===== config.mk =====
export PLATFORM = sky130hd
export DESIGN_NAME = wls_out_fifo
export DESIGN_NICKNAME = d
export VERILOG_FILES = /design/src/rtl/core/wls_pkg.sv /design/src/rtl/core/wls_out_fifo.sv
export SDC_FILE = /design/constraint.sdc
export NUM_CORES = 1
export LEC_CHECK = 0
export ABC_AREA = 1
export ABC_CLOCK_PERIOD_IN_PS = 4800
export BUFFER_PORTS_ARGS = -buffer_cell sky130_fd_sc_hd__buf_2
export CELL_PAD_IN_SITES_DETAIL_PLACEMENT = 0
export CELL_PAD_IN_SITES_GLOBAL_PLACEMENT = 2
export CORE_ASPECT_RATIO = 1.4
export CORE_UTILIZATION = 30
export DETAILED_ROUTE_END_ITERATION = 16
export PLACE_DENSITY = 0.66
export SLEW_MARGIN = 40
export SYNTH_ARGS = -nofsm -noshare
export SYNTH_HDL_FRONTEND = slang
export SYNTH_SLANG_ARGS = --single-unit

===== constraint.sdc =====
create_clock -name clk -period 4.8 [get_ports clk]
set_input_delay 0.96 -clock clk [delete_from_list [all_inputs] [get_ports clk]]
set_output_delay 0.96 -clock clk [all_outputs]
set_load 0.005 [all_outputs]

===== src/rtl/core/wls_pkg.sv =====
`timescale 1ns / 1ps
// Shared types and constants of the weighted Laplacian stencil.
package wls_pkg;

	localparam int FLOW_W     = 16;
	localparam int WEIGHT_W   = 16;
	localparam int DIFF_W     = FLOW_W + 1;
	localparam int PROD_W     = DIFF_W + WEIGHT_W + 1;
	localparam int LAP_W      = 36;
	localparam int ROW_W      = 16;
	localparam int COLS_W     = 11;
	localparam int CFG_IDX_W  = 8;
	localparam int CFG_DATA_W = 16;

	localparam logic [CFG_IDX_W-1:0] REG_FRAME_ROWS = 8'd0;
	localparam logic [CFG_IDX_W-1:0] REG_FRAME_COLS = 8'd1;

	localparam int RST_ROWS = 480;
	localparam int RST_COLS = 640;

	localparam int OUT_DEPTH = 8;
	localparam int OUT_PTR_W = 3;
	localparam int OUT_CNT_W = 4;
	localparam int OCC_W     = 5;

	typedef struct packed {
		logic signed [FLOW_W-1:0] flow;
		logic [WEIGHT_W-1:0]      weight;
	} pix_t;

	typedef struct packed {
		logic                     last;
		logic                     has_right;
		logic                     has_left;
		logic                     has_down;
		logic                     has_up;
		logic signed [FLOW_W-1:0] fc;
		logic [WEIGHT_W-1:0]      wc;
		logic signed [FLOW_W-1:0] fl;
		logic [WEIGHT_W-1:0]      wl;
		logic signed [FLOW_W-1:0] fd;
	} stencil_s1_t;

	typedef struct packed {
		logic                    last;
		logic signed [LAP_W-1:0] value;
	} result_t;

endpackage


===== src/rtl/core/wls_out_fifo.sv =====
`timescale 1ns / 1ps
// Output queue that holds finished result words until they are taken.
module wls_out_fifo (
	input  logic                           clk,
	input  logic                           arst_n,
	input  logic                           push,
	input  wls_pkg::result_t               wdata,
	input  logic                           pop,
	output logic                           rvalid,
	output wls_pkg::result_t               rdata,
	output logic [wls_pkg::OUT_CNT_W-1:0]  count
);

	wls_pkg::result_t                mem_q [wls_pkg::OUT_DEPTH];
	logic [wls_pkg::OUT_PTR_W-1:0]   wptr_q;
	logic [wls_pkg::OUT_PTR_W-1:0]   rptr_q;
	logic [wls_pkg::OUT_CNT_W-1:0]   count_q;

	always_ff @(posedge clk or negedge arst_n) begin
		if (!arst_n) begin
			wptr_q  <= '0;
			rptr_q  <= '0;
			count_q <= '0;
		end else begin
			if (push) begin
				wptr_q <= wptr_q + 1'b1;
			end
			if (pop) begin
				rptr_q <= rptr_q + 1'b1;
			end
			count_q <= count_q + wls_pkg::OUT_CNT_W'(push) - wls_pkg::OUT_CNT_W'(pop);
		end
	end

	always_ff @(posedge clk) begin
		if (push) begin
			mem_q[wptr_q] <= wdata;
		end
	end

	assign rvalid = (count_q != '0);
	assign rdata  = mem_q[rptr_q];
	assign count  = count_q;

endmodule


==> summary.md <==
| Metric | Value |
|---|---|
| # resized after CTS | 0 |
| Post-DP HPWL | 17,300 um |
| Initial antenna violation count | 1 |
| Max IR drop VDD | 0.384 mV |
| Worst-Skew Late Latency | 560 ps |
| Die Ht | 253 um |
| Fin. Hold Viols | 0 |
| Crit-path max FO | 33 |
| Metal2 WL | 16,700 um |
| FF+latch count, synth | 306 |
| Setup TNS Final | 0 ps |
| PortBufs | 82 |
| Mapped Nets | 1,392 |
| Setup crit start kind | register |
| M1 wire length | 14,400 um |
| Final Max Tran Viols | 0 |
| Period minus WS final | 3500 ps |
| Top_reg_cell synth | edfxtp_1 |
| Clock Tree Buf Depth | 3 |
| DRC Markers | 0 |
| Layout cell share with drive strength beyond 1 | 10.3% |
| Total GRT Usage | 14.6% |
| Largest net degree at the start of global routing | 151 |
| Starting Density | 30.5% |
| Drt via density | 4.26 |
| Mux contribution to synthesized area | 0% |
| Cts bufs inserted | 31 |
| Cell Area, Synth | 0.0135 mm2 |
| Status | finished clean |
| Antenna-violating nets left | 0 |
| Drt pass-1 iters | 5 |
| Wire length per cell | 16.4 um |
| Number of primary I/O pins | 83 |
| Initial DRC Count | 379 |
| Period Utilization, post-route | 72.9% |
| CP Class | register to primary output |
| CTS Hold Buffers Added | 0 |
| Highest Signal Layer | met5 |
| Setup violators final | 0 |
| Share of synthesized flip-flops with an asynchronous set or reset | 3.27% |
| FMAX | 286 MHz |
| First-pass GRT wire length | 50,700 um |
| Post-synth top area share | 65.9% |
| DIE WIDTH | 181 um |
| Clk root buf | clkbuf_16 |
| Slew margin rel. | 46.7% |
| WL final | 32,800 um |
| Worst Setup SP | rptr_q[1] |
| RR Startpoint | wptr_q[0] |
| Register area share after synthesis | 67.8% |
| H-tree Lvls | 1 |
| Post-Syn Instances | 1,343 |
| Met3 WL | 1080 um |
| Main combinational cell family by area after synthesis | simple AND/OR/NAND/NOR gates |
| Die area | 0.0458 mm2 |
| Worst-Margin Slew | 799 ps |
| Clock Sinks | 306 |
| Synth Area in Adders | 0.798% |
| Synth top area cells | edfxtp_1 66%, nand2_1 14%, inv_1 8.7% |
| Worst Skew | 7.33 ps |
| Synth Area in Simple Gates | 19.6% |
| RSZ-0062 raised after global routing | false |
| Area grow syn2layout | 14.3% |
| Largest area contributor in the netlist | edfxtp_1 |
| Post-route cell area | 0.0154 mm2 |
| Leak | 7.05 nW |
| Synth cell count leaders | 493 x nand2_1, 311 x inv_1, 296 x edfxtp_1 |
| Core Util, Final | 34.9% |
| Warnings, synthesis | 0 |
| # diodes | 0 |
| Compound-cell area share of the yosys netlist | 0.111% |
| XOR/XNOR Fraction of Synth Area | 0.325% |
| Post-DP Area | 0.0145 mm2 |
| Post-synth EDFFs | 296 |
| Rows | 91 |
| Vias in the first global route | 8,732 |
| Post-CTS setup buffers | 0 |
| Final nets | 1,471 |
| Post-Syn Area per Cell | 10.0 um2 |
| Worst Setup End Kind | primary output |
| Final hold slack | 255 ps |
| PD cells | 556 mW/mm2 |
| Hold Path Class | input port to async pin |
| Top-count cell post-synth | nand2_1 |
| Max cap viols | 0 |
| Gr ovfl total | 0 |
| Worst EP arrival | 2540 ps |
| Required time of the worst setup path | 3840 ps |
| Unique masters post-synth | 19 |
| Fill cells | 4,484 |
| Via count | 8,534 |
| GPL Wtd Cong | 0.688 |
| Core Region | 0.0442 mm2 |
| Clk slew on worst S/H paths | 60 ps |
| CTS tree | done |
## area by class of cell
| cell class | count | area, um2 | share of cell area, % |
|---|---|---|---|
| Clock inverter | 7 | 26.3 | 0.171 |
| Clock buffer | 47 | 836 | 5.42 |
| Sequential cell | 306 | 9150 | 59.3 |
| Multi-Input combinational cell | 668 | 2860 | 18.6 |
| Inverter | 313 | 1180 | 7.64 |
| Tap cell | 558 | 698 | 4.53 |
| Timing Repair Buffer | 102 | 663 | 4.30 |
## placed cells by master, fill, tap and decap left out, types with 7 or more instances in the layout
master / netlist / layout
inv_1: 311 / 310
clkbuf_1: 4 / 16
nor2_4: 0 / 8
nand3_1: 150 / 150
clkinv_1: 0 / 7
ha_1: 7 / 7
nand2_1: 493 / 493
buf_2: 28 / 82
clkbuf_16: 0 / 31
buf_4: 3 / 13
edfxtp_1: 296 / 296
dfrtp_1: 10 / 7
## report_power, final
group | switching, mW | internal, mW | leakage, nW
sequential | 0.130 | 3.25 | 2.80
clock | 0.966 | 1.18 | 0.412
combinational | 2.06 | 0.966 | 3.83
total | 3.16 | 5.40 | 7.05
## flip-flops by register name (all words and copies together), names as in the netlist
register / flops
mem_q: 296
count: 4
rptr_q: 3
wptr_q: 3
## layer usage
layer	GRT usage (%)	vias to the layer above
li1	-	4315
met1	18.0	4068
met2	26.7	113
met3	2.01	36
met4	3.95	2
met5	0	-
## through the flow
| stage | power, mW | worst slack (ps) | instances |
|---|---|---|---|
| after floorplan | 5.44 | 1500 | 1343 |
| after global placement | 6.59 | 1800 | 1945 |
| after detailed placement | 6.58 | 1830 | 1947 |
| after CTS | 8.76 | 1210 | 2001 |
| after global routing | 9.19 | 1090 | 2001 |
| final | 8.56 | 1300 | 2001 |
## kinds of logic after synthesis
kind of cell,Yosys count
compound gates,3
xor+xnor,5
fa+ha+maj,8
buf+inv,369
flops,306
simple gates,652
## worst max-delay path: stages, from the launching register on
cell     delay (ps)
dfrtp_2         870
buf_4           520
nand3_1         120
nand2_1          80
nand2_1          40
nand2_1         160
buf_2           140
## final timing paths
kind	endpoint	slack (ps)	depth (start not counted)
max	rdata[22]	1300	6
min	count[3]	260	1
max reg2reg	mem_q[3][6]	2650	3
min reg2reg	wptr_q[0]	540	2
max in group asynchronous	rptr_q[0]	4320	1
min in group clk	wptr_q[0]	540	2
Power figures use the tool's default switching activity.
