`config.mk`:
```
export PLATFORM = sky130hd
export DESIGN_NAME = wls_seq
export DESIGN_NICKNAME = d
export VERILOG_FILES = /design/src/rtl/core/wls_pkg.sv /design/src/rtl/core/wls_seq.sv
export SDC_FILE = /design/constraint.sdc
export NUM_CORES = 1
export LEC_CHECK = 0
export BUFFER_PORTS_ARGS = -buffer_cell sky130_fd_sc_hd__buf_2
export CORE_MARGIN = 2
export CORE_UTILIZATION = 55
export CTS_BUF_LIST = sky130_fd_sc_hd__clkbuf_4
export DETAILED_ROUTE_END_ITERATION = 8
export PLACE_DENSITY_LB_ADDON = 0.12
export SLEW_MARGIN = 20
export SYNTH_ARGS = -nofsm -noshare
export SYNTH_HDL_FRONTEND = slang
export SYNTH_SLANG_ARGS = --single-unit
export TNS_END_PERCENT = 1
```
`constraint.sdc`:
```
create_clock -name clk -period 8.91 [get_ports clk]
set_input_delay 0.4455 -clock clk [delete_from_list [all_inputs] [get_ports clk]]
set_output_delay 0.4455 -clock clk [all_outputs]
set_load 0.1 [all_outputs]
```
`src/rtl/core/wls_pkg.sv`:
```
`timescale 1ns / 1ps
// Shared types and constants of the weighted Laplacian stencil.
package wls_pkg;

	localparam int FLOW_W     = 16;
	localparam int WEIGHT_W   = 16;
	localparam int DIFF_W     = FLOW_W + 1;
	localparam int PROD_W     = DIFF_W + WEIGHT_W + 1;
	localparam int LAP_W      = 36;
	localparam int ROW_W      = 16;
	localparam int COLS_W     = 11;
	localparam int CFG_IDX_W  = 8;
	localparam int CFG_DATA_W = 16;

	localparam logic [CFG_IDX_W-1:0] REG_FRAME_ROWS = 8'd0;
	localparam logic [CFG_IDX_W-1:0] REG_FRAME_COLS = 8'd1;

	localparam int RST_ROWS = 480;
	localparam int RST_COLS = 640;

	localparam int OUT_DEPTH = 8;
	localparam int OUT_PTR_W = 3;
	localparam int OUT_CNT_W = 4;
	localparam int OCC_W     = 5;

	typedef struct packed {
		logic signed [FLOW_W-1:0] flow;
		logic [WEIGHT_W-1:0]      weight;
	} pix_t;

	typedef struct packed {
		logic                     last;
		logic                     has_right;
		logic                     has_left;
		logic                     has_down;
		logic                     has_up;
		logic signed [FLOW_W-1:0] fc;
		logic [WEIGHT_W-1:0]      wc;
		logic signed [FLOW_W-1:0] fl;
		logic [WEIGHT_W-1:0]      wl;
		logic signed [FLOW_W-1:0] fd;
	} stencil_s1_t;

	typedef struct packed {
		logic                    last;
		logic signed [LAP_W-1:0] value;
	} result_t;

endpackage

```
`src/rtl/core/wls_seq.sv`:
```
`timescale 1ns / 1ps
// Frame sequencer: configuration, counters, line buffer addressing and the first stage.
module wls_seq #(
	parameter int MAX_COLS = 1024
) (
	input  logic                                clk,
	input  logic                                arst_n,
	input  logic                                accept,
	input  logic                                mode,
	input  logic signed [wls_pkg::FLOW_W-1:0]   flow_value,
	input  logic [wls_pkg::WEIGHT_W-1:0]        weight_value,
	input  logic                                cfg_wr,
	input  logic [wls_pkg::CFG_IDX_W-1:0]       cfg_index,
	input  logic [wls_pkg::CFG_DATA_W-1:0]      cfg_data,
	output logic                                above_we,
	output logic [$clog2(MAX_COLS)-1:0]         above_waddr,
	output wls_pkg::pix_t                       above_wdata,
	output logic                                above_re,
	output logic [$clog2(MAX_COLS)-1:0]         above_raddr,
	input  wls_pkg::pix_t                       above_rdata,
	output logic                                two_we,
	output logic [$clog2(MAX_COLS)-1:0]         two_waddr,
	output wls_pkg::pix_t                       two_wdata,
	output logic                                two_re,
	output logic [$clog2(MAX_COLS)-1:0]         two_raddr,
	output logic                                s1_valid,
	output wls_pkg::stencil_s1_t                s1_data
);

	localparam int CW = $clog2(MAX_COLS);
	localparam logic [CW-1:0] RST_COLS_LAST =
		CW'((wls_pkg::RST_COLS > MAX_COLS) ? MAX_COLS - 1 : wls_pkg::RST_COLS - 1);
	localparam logic [wls_pkg::ROW_W-1:0] RST_ROWS_LAST = wls_pkg::ROW_W'(wls_pkg::RST_ROWS - 1);

	logic [wls_pkg::ROW_W-1:0] rows_last_q;
	logic [CW-1:0]             cols_last_q;
	logic [wls_pkg::ROW_W-1:0] row_q;
	logic [CW-1:0]             col_q;
	logic                      drain_q;
	logic                      fwd_q;
	wls_pkg::pix_t             fwd_data_q;
	wls_pkg::pix_t             left_q;
	logic                      valid_s1;
	wls_pkg::stencil_s1_t      data_s1;

	logic [wls_pkg::COLS_W-1:0] cols_raw;
	logic [CW-1:0]              cols_last_new;
	logic [wls_pkg::ROW_W-1:0]  rows_last_new;
	logic                       act_pix;
	logic                       act_drn;
	logic                       act;
	logic                       last_col;
	logic [CW-1:0]              col_nxt;
	wls_pkg::pix_t              center;
	wls_pkg::pix_t              in_pix;

	assign cols_raw = cfg_data[wls_pkg::COLS_W-1:0];

	always_comb begin
		if (cols_raw == '0) begin
			cols_last_new = '0;
		end else if (32'(cols_raw) > MAX_COLS) begin
			cols_last_new = CW'(MAX_COLS - 1);
		end else begin
			cols_last_new = CW'(32'(cols_raw) - 32'd1);
		end
		if (cfg_data == '0) begin
			rows_last_new = '0;
		end else begin
			rows_last_new = cfg_data - 1'b1;
		end
	end

	assign act_pix  = accept && !mode && !drain_q;
	assign act_drn  = accept && mode && drain_q;
	assign act      = act_pix || act_drn;
	assign last_col = (col_q == cols_last_q);
	assign col_nxt  = last_col ? '0 : col_q + 1'b1;
	assign center   = fwd_q ? fwd_data_q : above_rdata;
	assign in_pix   = '{flow: flow_value, weight: weight_value};

	assign above_we    = act_pix;
	assign above_waddr = col_q;
	assign above_wdata = in_pix;
	assign above_re    = act;
	assign above_raddr = col_nxt;
	assign two_we      = act_pix;
	assign two_waddr   = col_q;
	assign two_wdata   = center;
	assign two_re      = act;
	assign two_raddr   = col_q;

	always_ff @(posedge clk or negedge arst_n) begin
		if (!arst_n) begin
			rows_last_q <= RST_ROWS_LAST;
			cols_last_q <= RST_COLS_LAST;
			row_q       <= '0;
			col_q       <= '0;
			drain_q     <= 1'b0;
			fwd_q       <= 1'b0;
			valid_s1    <= 1'b0;
		end else begin
			valid_s1 <= act && (act_drn || row_q != '0);
			if (act) begin
				fwd_q <= act_pix && (col_nxt == col_q);
			end
			if (cfg_wr) begin
				if (cfg_index == wls_pkg::REG_FRAME_ROWS) begin
					rows_last_q <= rows_last_new;
				end
				if (cfg_index == wls_pkg::REG_FRAME_COLS) begin
					cols_last_q <= cols_last_new;
				end
				if (cfg_index == wls_pkg::REG_FRAME_ROWS ||
				    cfg_index == wls_pkg::REG_FRAME_COLS) begin
					row_q   <= '0;
					col_q   <= '0;
					drain_q <= 1'b0;
				end
			end else if (act_pix) begin
				col_q <= col_nxt;
				if (last_col) begin
					if (row_q == rows_last_q) begin
						drain_q <= 1'b1;
					end else begin
						row_q <= row_q + 1'b1;
					end
				end
			end else if (act_drn) begin
				col_q <= col_nxt;
				if (last_col) begin
					row_q   <= '0;
					drain_q <= 1'b0;
				end
			end
		end
	end

	always_ff @(posedge clk) begin
		if (act) begin
			fwd_data_q        <= in_pix;
			left_q            <= center;
			data_s1.last      <= act_drn && last_col;
			data_s1.has_right <= !last_col;
			data_s1.has_left  <= (col_q != '0);
			data_s1.has_down  <= act_pix;
			data_s1.has_up    <= act_pix ? (row_q[wls_pkg::ROW_W-1:1] != '0)
			                             : (rows_last_q != '0);
			data_s1.fc        <= center.flow;
			data_s1.wc        <= center.weight;
			data_s1.fl        <= left_q.flow;
			data_s1.wl        <= left_q.weight;
			data_s1.fd        <= flow_value;
		end
	end

	assign s1_valid = valid_s1;
	assign s1_data  = data_s1;

endmodule

```
==> summary by stage <==
Yosys
The library cell occupying the most area in the post-synthesis netlist is sky130_fd_sc_hd__edfxtp_1. Multiplexer cells account for 4.83% of the synthesized area. The number of flip-flops and latches in the synthesized netlist is 156. By instance count, the leading cell after synthesis is sky130_fd_sc_hd__edfxtp_1. A synthesized cell averages 12.3 um2. After synthesis, the most frequently instantiated cells are sky130_fd_sc_hd__edfxtp_1 (101), sky130_fd_sc_hd__buf_4 (70), sky130_fd_sc_hd__nand2_1 (53), sky130_fd_sc_hd__dfrtp_1 (39). Sorting the synthesized cells by area gives the leading types as sky130_fd_sc_hd__edfxtp_1 (41%), sky130_fd_sc_hd__dfrtp_1 (13%), sky130_fd_sc_hd__buf_4 (7.1%). The cell area that synthesis handed to floorplanning was 0.00745 mm2. After Yosys synthesis, and, or, nand and nor cells account for 12.4% of the synthesized area. The area fraction in compound gates after synthesis is 6.18%. The fraction of synthesized cell area in xor and xnor cells is 6.73%. The commonest register cell after synthesis is sky130_fd_sc_hd__edfxtp_1.

The fraction of synthesis flops using an asynchronous set or reset pin is 35.3%. Counting every instance in the synthesized netlist gives 608. After Yosys synthesis, full adders, half adders and majority gates account for 1.01% of the synthesized area. For this run, the number of Yosys warnings is 0. Yosys mapped a number of flops with a built-in enable equal to 101. Counting distinct cell types in the post-synthesis netlist gives 48. In this run the biggest area consumer among cell types represents 40.7% of the synthesized area. By area, the combinational part of the netlist is dominated by simple AND/OR/NAND/NOR gates. The number of nets handed over by synthesis was 707. The sequential cell area fraction in the yosys report is 59.4%.

Die
The floorplan has 42 rows. The floorplan step set the die height to 120 um. The area of the core is 0.0132 mm2. The initial core utilization is 56.3%.

The floorplan step defined a die boundary enclosing 0.0145 mm2. The floorplan step set the die width to 120 um. Pin placement for this block handled 287 I/O pins.

Detailed routing
The number of remaining DRC errors is 0. After the first detailed-routing iteration, the DRC count stood at 478. The top layer used by detailed routing is met5.

In the final routed layout, each cell accounts on average for 17.3 um. In the final routing, the length of wire on met1 measures 6.97 mm. The sum of routed wire length over all layers is 17.5 mm. The met2 wirelength from detailed routing is 9.06 mm. Once detail routing completed, the nets flagged for antenna violations numbered 0. Detailed routing inserted a total of 5,374 vias. The met3 wire length is 1.17 mm. Dividing the detail-routed via count by the number of cells gives 5.29. The number of search-and-repair iterations in the first detailed-routing pass is 5.

Run
The number of max-cap violations is 0.

Critical path
The capture point of the worst reg-to-reg path is row_q[14]$_DFFE_PN0P_. The setup path with the least slack is of type reg -> out. The biggest fanout along the worst timing path is 64. The data required time at the worst endpoint is 8.46 ns. Setup slack on the worst reg-to-reg path comes out at 6.20 ns. The critical path capture point type is an output port. The startpoint identified for the worst register-to-register timing path is drain_q$_DFFE_PN0P_. The depth of the worst register-to-register path is 6. STA classifies the critical path startpoint as a flip-flop. At the worst endpoint, the arrival time is 3.04 ns.

Clock network
TritonCTS built the clock tree. The tree is rooted in a sky130_fd_sc_hd__clkbuf_4. The count of clock tree sinks is 156.

The number of buffers inserted during clock tree synthesis is 17. No sink is reached through more buffers than the 2 on the longest clock path. Post-CTS repair changed the size of 0 cells. The insertion delay to the later sink of the worst-skew pair is 0.53 ns.

Clock-pin slew was measured on the worst setup and hold paths at 0.12 ns. The level count of the clock H-tree is 4.

Worst hold path
For hold timing, the worst endpoint is s1_data[3]$_DFFE_PP_. Along the worst hold path, the cell count comes to 1. The min-delay analysis places its worst path in the category in -> reg.

In this run the most critical hold path is launched from flow_value[3].

STA
Setup violations remaining at the end of the flow were counted as 0. The worst-margin pin slew is 1.04 ns. The max-slew violation count is 0. Setup repair after global routing left no endpoint under its margin. The number of failing hold endpoints at the final stage is 0. For the final routed database, the setup TNS stands at 0 ns.

In the finished design, the share of the clock period the worst path needs comes to 39.1%. The clock period minus final worst setup slack is 3.49 ns. Timing would allow up to 0.287 GHz. The worst-case clock skew is 0.0132 ns. In this run the tightest slew margin relative to its limit is 30.2%.

GRT
The first-pass GRT wire length is 26.7 mm. The total overflow left after global routing is 0. The global routing usage summed across all routing layers is 24.0%. The number of antenna violations at the first check in global routing is 3.

Entering global routing, the biggest net connects 65 pins. The number of global-route vias before repair is 5,100.

Cells and area
In the final layout, the share of cells above drive strength 1 is 45.0%. At the end of the flow, the number of nets in the layout was 923. The final-layout fill cell count is 1,074. The area growth from synthesis to final layout is 17.7%.

Run status
The flow ran to the end, and the final reports show no timing, DRC or antenna violations.

Placed design
At the end of routability-driven placement, the weighted congestion stood at 0.886. The count of buffers inserted at the top-level ports is 286. Detailed placement finished with a half-perimeter wire length of 13.6 mm.
-- through the flow --
| stage | instance area [um2] | hold slack, ns | setup WS, ns | util, % | cells |
|---|---|---|---|---|---|
| final | 8770 | 0.0934 | 5.42 | 66.2 | 1015 |
| after global routing | 8770 | 0.0328 | 5.15 | 66.2 | 1014 |
| after CTS | 8760 | 0.0370 | 5.38 | 66.2 | 1012 |
| after detailed placement | 8490 | 0.426 | 5.87 | 64.1 | 980 |
| after global placement | 8490 | 0.427 | 5.90 | 64.1 | 980 |
| after floorplan | 7450 | 0.150 | 4.58 | - | 608 |
-- worst max-delay path by stage --
| stage | start | to | slack [ns] | cells past startpoint |
|---|---|---|---|---|
| 6_report | drain_q$_DFFE_PN0P_ | above_re | 5.42 | 5 |
| 5_1_grt | drain_q$_DFFE_PN0P_ | above_re | 5.15 | 5 |
| 4_1_cts | drain_q$_DFFE_PN0P_ | above_re | 5.38 | 5 |
| 3_5_place_dp | mode | above_re | 5.87 | 6 |
| 3_3_place_gp | mode | above_re | 5.90 | 6 |
| 2_1_floorplan | drain_q$_DFFE_PN0P_ | two_re | 4.58 | 4 |
-- repair_timing --
action,CTS,global route
hold buffers,1,0
buffers inserted,0,0
endpoints found under the setup margin,0,0
endpoints found under the hold margin,3,0
-- worst max-delay path, cell delays in order, from the launching register on --
cell and delay, ns:
sky130_fd_sc_hd__dfrtp_1 0.46, sky130_fd_sc_hd__xnor2_1 0.22, sky130_fd_sc_hd__nand2_1 0.15, sky130_fd_sc_hd__inv_4 0.38
sky130_fd_sc_hd__buf_4 0.70, sky130_fd_sc_hd__buf_2 0.56
-- placed cells by master (no fill, tap or decap), types with 3 or more instances in the layout --
cell type / n
sky130_fd_sc_hd__clkinv_2: 3
sky130_fd_sc_hd__o31ai_1: 14
sky130_fd_sc_hd__nand2_1: 53
sky130_fd_sc_hd__a211oi_1: 4
sky130_fd_sc_hd__nor3_1: 6
sky130_fd_sc_hd__xnor2_4: 3
sky130_fd_sc_hd__nand4_1: 7
sky130_fd_sc_hd__mux2_2: 32
sky130_fd_sc_hd__nand2b_1: 6
sky130_fd_sc_hd__diode_2: 3
sky130_fd_sc_hd__edfxtp_1: 101
sky130_fd_sc_hd__xor2_1: 24
sky130_fd_sc_hd__dfrtp_1: 39
sky130_fd_sc_hd__o21ai_1: 6
sky130_fd_sc_hd__inv_1: 14
sky130_fd_sc_hd__a21oi_1: 18
sky130_fd_sc_hd__dfstp_2: 16
sky130_fd_sc_hd__or4_1: 3
sky130_fd_sc_hd__a21o_1: 5
sky130_fd_sc_hd__buf_4: 3
sky130_fd_sc_hd__and3_1: 8
sky130_fd_sc_hd__or3_1: 10
sky130_fd_sc_hd__nand3_1: 21
sky130_fd_sc_hd__buf_2: 286
sky130_fd_sc_hd__nor2_1: 32
sky130_fd_sc_hd__xnor2_1: 22
sky130_fd_sc_hd__clkbuf_4: 19
sky130_fd_sc_hd__nor4_1: 16
sky130_fd_sc_hd__o21ai_0: 25
sky130_fd_sc_hd__ha_1: 6
-- cell families (layout without fill, tap and decap cells) --
family                     count (synthesis)  count (layout)
other                                      0               3
muxes                                     32              32
and+or+nand+nor                          179             179
DFF                                      156             156
adders and majority gates                  6               6
xor gates and xnor gates                  50              50
buffers and inverters                    108             336
AOI/OAI and AO/OA                         77              77
-- routing by layer --
layer / track usage [%] / vias up
li1: - / 2536
met1: 30.2 / 2614
met3: 6.18 / 25
met5: 0 / -
met2: 41.4 / 197
met4: 6.61 / 2
-- flip-flops by register name (all words and copies together) (netlist names), 10 cells and up --
| name | flops |
|---|---|
| fwd_data_q | 16 |
| row_q | 16 |
| rows_last_q | 16 |
| cols_last_q | 10 |
| s1_data | 85 |
| above_waddr | 10 |
-- area by class of cell --
type                    count  area, um2  area share [%]
well taps                 176        220            2.51
repair buffers            290       1460            16.7
flip-flops and latches    156       4430            50.5
diodes                      3       7.51          0.0856
clock inverters            12        124            1.41
multi-input cells         344       2320            26.5
clock buffers              19        143            1.63
inverters                  15       58.8           0.670
Power is not shown: default switching activity piles up to over one toggle a cycle in this logic, so the estimate is an artifact.
